$ cat src/rtl/lbc_pkg.sv
// Shared constants, widths and types for the line to image border clipper.
// No dependencies; used by every module under rtl/.
package lbc_pkg;

    localparam int FRAC_BITS = 8;
    localparam int IN_W      = 24;
    localparam int CFG_W     = 15;
    localparam int COORD_W   = CFG_W + FRAC_BITS;
    localparam int DIFF_W    = IN_W + 1;
    localparam int PROD_W    = DIFF_W + IN_W;
    localparam int NUM_W     = PROD_W + 2;
    localparam int CNT_W     = 3;
    localparam int SQ_W      = 2 * DIFF_W;
    localparam int DIST_W    = SQ_W + 1;
    localparam int NSIDES    = 4;

    localparam int QUEUE_DEPTH = 4;
    localparam int DIV_LAT     = COORD_W + 2;

    localparam int IN_TDATA_W  = ((4 * IN_W + 7) / 8) * 8;
    localparam int OUT_FIELD_W = CNT_W + 4 * COORD_W;
    localparam int OUT_TDATA_W = ((OUT_FIELD_W + 7) / 8) * 8;

    localparam int CFG_ADDR_W = 1;
    localparam logic [CFG_ADDR_W-1:0] REG_IMAGE_WIDTH  = 1'b0;
    localparam logic [CFG_ADDR_W-1:0] REG_IMAGE_HEIGHT = 1'b1;
    localparam logic [CFG_W-1:0] WIDTH_RESET  = CFG_W'(640);
    localparam logic [CFG_W-1:0] HEIGHT_RESET = CFG_W'(480);

    localparam int SIDE_LEFT   = 0;
    localparam int SIDE_RIGHT  = 1;
    localparam int SIDE_TOP    = 2;
    localparam int SIDE_BOTTOM = 3;

    typedef struct packed {
        logic signed [NUM_W-1:0]  n0;
        logic signed [NUM_W-1:0]  n1;
        logic signed [NUM_W-1:0]  n2;
        logic signed [NUM_W-1:0]  n3;
        logic signed [DIFF_W-1:0] a;
        logic signed [DIFF_W-1:0] b;
        logic signed [IN_W-1:0]   x1;
        logic signed [IN_W-1:0]   y1;
    } lbc_job_t;

    typedef struct packed {
        logic full;
        logic empty;
    } lbc_qstat_t;

endpackage

$ cat src/rtl/lbc_queue.sv
// Small FIFO of line jobs between the front end and the back end.
// Depends on lbc_pkg.
module lbc_queue #(
    parameter int DEPTH = lbc_pkg::QUEUE_DEPTH
) (
    input  logic                 aclk,
    input  logic                 aresetn,
    input  logic                 push,
    input  lbc_pkg::lbc_job_t    job_in,
    input  logic                 pop,
    output lbc_pkg::lbc_job_t    job_out,
    output lbc_pkg::lbc_qstat_t  qstat
);

    localparam int AW = (DEPTH > 1) ? $clog2(DEPTH) : 1;
    localparam int CW = $clog2(DEPTH + 1);

    lbc_pkg::lbc_job_t mem [0:DEPTH-1];
    logic [AW-1:0] wr_ptr_reg, rd_ptr_reg, wr_ptr_next, rd_ptr_next;
    logic [CW-1:0] cnt_reg, cnt_next;

    assign qstat.full  = cnt_reg == CW'(DEPTH);
    assign qstat.empty = cnt_reg == '0;
    assign job_out     = mem[rd_ptr_reg];

    always_comb begin
        wr_ptr_next = wr_ptr_reg;
        rd_ptr_next = rd_ptr_reg;
        cnt_next    = cnt_reg;
        if (push) begin
            wr_ptr_next = (wr_ptr_reg == AW'(DEPTH - 1)) ? '0 : wr_ptr_reg + 1'b1;
        end
        if (pop) begin
            rd_ptr_next = (rd_ptr_reg == AW'(DEPTH - 1)) ? '0 : rd_ptr_reg + 1'b1;
        end
        if (push && !pop) begin
            cnt_next = cnt_reg + 1'b1;
        end else if (pop && !push) begin
            cnt_next = cnt_reg - 1'b1;
        end
    end

    always_ff @(posedge aclk) begin
        if (!aresetn) begin
            wr_ptr_reg <= '0;
            rd_ptr_reg <= '0;
            cnt_reg    <= '0;
        end else begin
            wr_ptr_reg <= wr_ptr_next;
            rd_ptr_reg <= rd_ptr_next;
            cnt_reg    <= cnt_next;
        end
    end

    always_ff @(posedge aclk) begin
        if (push) begin
            mem[wr_ptr_reg] <= job_in;
        end
    end

endmodule

$ cat config.mk
export PLATFORM = sky130hd
export DESIGN_NAME = lbc_queue
export DESIGN_NICKNAME = d
export VERILOG_FILES = /design/src/rtl/lbc_pkg.sv /design/src/rtl/lbc_queue.sv
export SDC_FILE = /design/constraint.sdc
export NUM_CORES = 1
export LEC_CHECK = 0
export BUFFER_PORTS_ARGS = -buffer_cell sky130_fd_sc_hd__buf_2
export CAP_MARGIN = 40
export CORE_AREA = 2 2 275 277
export CTS_CLUSTER_SIZE = 10
export DETAILED_ROUTE_END_ITERATION = 6
export DIE_AREA = 0 0 277 279
export MAX_ROUTING_LAYER = met4
export PLACE_DENSITY = 0.82
export SYNTH_ARGS = -nofsm -noshare
export SYNTH_HDL_FRONTEND = slang
export SYNTH_SLANG_ARGS = --single-unit
$ cat constraint.sdc
create_clock -name aclk -period 18 [get_ports aclk]
set_clock_uncertainty 0.05 [all_clocks]
set_input_delay 3.6 -clock aclk [delete_from_list [all_inputs] [get_ports aclk]]
set_output_delay 3.6 -clock aclk [all_outputs]
set_load 0.05 [all_outputs]
======== Word-level counts from Yosys, hierarchy flattened ========
Memories as Yosys holds them, arrays and structs flattened. A register that Yosys moved wholly into a read port is not among the register bits.
Cells that the tools add are included.
cells by class
  multiplexer cells ....................... 8
  $add $sub $neg .......................... 4
  eq/ne operators ......................... 3
  reduce and logical (&&, ||, !) cells .... 6
operators with widths
  cell                 number
  $mux 2               4
  $mux 3               2
  $add 2x1->2 const B  2
  $eq 2x2->1 const B   2
  $add 3x1->3 const B  1
  $eq 3x3->1 const B   1
  $logic_not 3->1      1
  $sub 3x1->3 const B  1
  $logic_and 1x1->1    2
  $logic_not 1->1      2
  $mux 1               2
  $reduce_bool 2->1    1
word-level totals
  register bits ........................... 7
  word-level logic and storage cells ...... 25
  memories kept ........................... 1
  RAM bits ................................ 1208
  input port bits ......................... 306
  output and inout port bits .............. 304
memory list
  memory  words  width  rd ports  clocked after Yosys merged registers in  write ports  line             RTL
  mem     4      302    1         1                                        1            lbc_queue.sv:18  lbc_pkg::lbc_job_t mem [0:DEPTH-1];

======== Longest topological paths before layout ========
  word-level depth ........................ 4
  gate-level depth with buffers ........... 7
  depth with buffers taken out ............ 7

======== Worst setup path after synthesis ========
No wires, ideal clock.
  path kind ............................... in2reg
  start ................................... in push
  end ..................................... mem mem[0][0] in the netlist's numbering, enable pin
  setup time .............................. 0.701 ns
  buffers on the path ..................... 0
  arrival ................................. 10.411 ns
  required time ........................... 17.249 ns
  stages .................................. 1
  setup slack ............................. 6.838 ns
  path through ............................ and2_1
between the ends
  longest elaborated chain between the ends .. 2
ends and longest elaborated chain
  element                       line             RTL
  start, declared               lbc_queue.sv:8   input logic push,
  $mux 1                        lbc_queue.sv:56  if (push) begin
  $mux 1 (implied by the code)  lbc_queue.sv:57  mem[wr_ptr_reg] <= job_in;
  end, declared                 lbc_queue.sv:18
Every way passes these cells.

==> impl_metrics.py <==
metrics = {
    "sta": {
        "fmax_mhz": 126,
        "worst_slack_ns": 10.03,
        "finalCritPeriodShare_pct": 44.3,
        "timing_hold_violations_final": 0,
        "tns_ns": 0,
        "setup-violations-final": 0,
        "drv_slew": 0,
        "rsz0062_at_grt": "no",
        "period_minus_slack_ns": 7.97,
        "tightest_slew_ns": 1.06,
        "timing.slew.headroom_pct": 29.6,
    },
    "power_and_ir_drop": {
        "p_leak_nw": 17.6,
        "swShare_pct": 25.8,
        "power_switching_mw": 1.71,
        "pwr-share-clk_pct": 37.8,
        "p_per_area_nw_per_um2": 126,
        "power.total_mw": 6.63,
        "p_seq_share_pct": 49.7,
        "p_comb_share_pct": 12.5,
        "internal-power_mw": 4.92,
        "ir_worst_vdd_mv": 0.114,
    },
    "synthesis": {
        "synth_cell_types": 23,
        "syn_nets": 1935,
        "yosysSeqAreaShare_pct": 82.2,
        "synth_top_area_share_pct": 81.8,
        "synthCells": 1622,
        "synth_top_cells_by_area": "edfxtp_1, mux4_2, buf_12, dfxtp_1, buf_2",
        "synth-seq-cells": 1217,
        "syn_area_per_cell_um2": 27.3,
        "netlist.top_cell.by_area": "edfxtp_1",
        "ys.warnings.count": 0,
        "syn_area_um2": 44300,
    },
    "final_layout": {
        "final_cell_area_um2": 52600,
        "largest_reg_flops": 1208,
        "area_delta_synth_final_pct": 18.5,
        "num-nets-final": 2659,
        "drive_gt1_share_pct": 46.8,
        "nFillCells": 4141,
        "final_core_util_pct": 71.0,
    },
    "critical_path": {
        "cp_top_family": "buffers and inverters",
        "required_ns": 14.35,
        "r2r-start": "wr_ptr_reg[0]",
        "reg2reg_setup_slack_ns": 14.64,
        "critPathMaxFanout": 41,
        "cp_num_buf_inv": 6,
        "r2r_cells": 6,
        "arrival_ns": 4.32,
        "cp-start-kind": "flip-flop",
        "path_cells": "buf_4, buf_4, buf_16, buf_4, buf_12, mux4_2, buf_2",
        "cp_slowest_stage_delay_ns": 0.66,
        "cpMostUsedCell": "buf_4",
        "endpoint": "job_out[109]",
        "endpoint_kind": "output port",
        "r2r_end": "mem[3][231]",
        "worst-setup-path-type": "reg -> out",
        "cp.depth": 7,
        "critical_path.slowest_cell": "dfxtp_4",
    },
    "clock_network": {
        "postCtsSetupBuffers": 0,
        "clock_path_buffers": 3,
        "root_buffer": "clkbuf_16",
        "clk_pin_slew_ns": 0.06,
        "cts_tree": "yes",
        "cts_buffers": 140,
        "cts_resized": 0,
        "cts-htree-levels": 4,
        "worstSkewPairLatency_ns": 0.72,
        "cts_sinks": 1217,
        "ctsHoldBuffers": 0,
    },
    "floorplan": {
        "rows": 100,
        "die_w_um": 277,
        "die_y_um": 279,
        "dieArea_um2": 77300,
        "initial_core_util_pct": 59.9,
        "io_pins": 610,
        "coreArea_um2": 74100,
    },
    "global_routing": {
        "grt_usage_pct": 27.4,
        "grt-ovfl-total": 0,
        "antenna_found_initial": 31,
        "grt_pass1_wl_mm": 148,
        "grt_start_max_net_pins": 164,
        "grt_pass1_vias": 22367,
    },
    "detailed_routing": {
        "finalWirelength_mm": 101,
        "ant_nets": 0,
        "vias": 20625,
        "drc_errors": 0,
        "viasPerCell": 6.09,
        "dr.pass1.iters": 5,
        "drt_iter0_markers": 2259,
        "avgRoutedWirePerCell_um": 30.0,
    },
    "placed_design": {
        "portBuffers": 609,
        "dp_slack_ns": 10.63,
        "place.gp.congestion": 0.814,
        "dp_hpwl_mm": 59.6,
        "postPlaceCellArea_um2": 48500,
    },
    "hold_path": {
        "hold_path.class": "reg -> reg",
    },
    "outcome": {
        "outcome": "finished, final reports clean",
    },
    "run": {
        "drv_cap": 0,
    },
}
worst min-delay path by stage:
| stage | to | start | slack [ns] | cells after the start |
|---|---|---|---|---|
| floorplan | cnt_reg[2] | cnt_reg[2] | 0.42 | 2 |
| global placement | cnt_reg[2] | cnt_reg[2] | 0.44 | 2 |
| detailed placement | cnt_reg[2] | cnt_reg[2] | 0.49 | 2 |
| CTS | cnt_reg[2] | cnt_reg[2] | 0.53 | 2 |
| global route | cnt_reg[2] | cnt_reg[2] | 0.57 | 2 |
| finish | wr_ptr_reg[1] | wr_ptr_reg[1] | 0.54 | 2 |
stage by stage:
step / cells / hold slack, ns
CTS: 3351 / 0.528
finish: 3385 / 0.539
global route: 3379 / 0.565
floorplan: 1622 / 0.422
detailed placement: 3173 / 0.492
global placement: 3155 / 0.439
layout make-up:
cell class	count	area (um^2)	area share, %
inverters	4	15.0	0.0286
clock buffers	160	3580	6.81
multi-input cells	333	7070	13.5
diodes	34	85.1	0.162
flip-flops and latches	1217	36500	69.4
well taps	969	1210	2.31
clock inverters	18	407	0.774
repair buffers	650	3730	7.10
power by group through the flow:
stage	clock network, mW	registers [mW]	logic [mW]
finish	2.51	3.29	0.826
global route	2.65	3.30	0.855
detailed placement	0	3.34	0.818
global placement	0	3.34	0.789
floorplan	0	3.37	0.599
CTS	2.55	3.29	0.830
synth_stat cells:
cell      instances
or3_1             1
o21ai_0           1
inv_1             4
mux4_2          302
nor3_1            2
nor3b_1           1
xor2_1            1
fa_1              1
dfxtp_1           9
buf_6             1
xnor2_1           1
buf_12           31
mux2i_1           4
nor2b_1           5
ha_1              6
edfxtp_1       1208
clkbuf_1          4
and2_1            5
o21a_1            1
nor2_1            1
buf_2            30
a21boi_0          1
buf_4             2
layer usage:
layer,wire length [um],global-route usage [%],part of all wire [%],up-vias
met5,0,-,0,-
met4,2960,10.0,2.9,0
met3,8970,7.87,8.8,187
met2,54600,46.1,54,1125
met1,34900,31.8,34,10798
li1,-,-,-,8515
worst register-to-register path, delay by kind of cell (launching register included):
| kind | cells | cell delay, ns |
|---|---|---|
| simple gates | 1 | 0.65 |
| flops | 1 | 0.42 |
| buf+inv | 4 | 1.66 |
| fa+ha+maj | 1 | 0.21 |
placed cells by master (no fill, tap or decap), types with 5 or more instances in the layout:
cell type / count
clkbuf_1: 20
nor2b_1: 5
mux4_2: 302
diode_2: 34
buf_16: 15
buf_2: 609
edfxtp_1: 1208
clkinv_16: 9
ha_1: 6
buf_4: 20
dfxtp_1: 7
buf_12: 6
clkbuf_16: 140
cell families after synthesis:
kind of cell | Yosys count | synth area share, %
flops | 1217 | 82.2
mux | 306 | 15.4
buf+inv | 72 | 1.86
simple gates | 15 | 0.203
fa+ha+maj | 7 | 0.214
compound gates | 3 | 0.0451
xor+xnor | 2 | 0.0395
(Power assumes the default switching activity.)
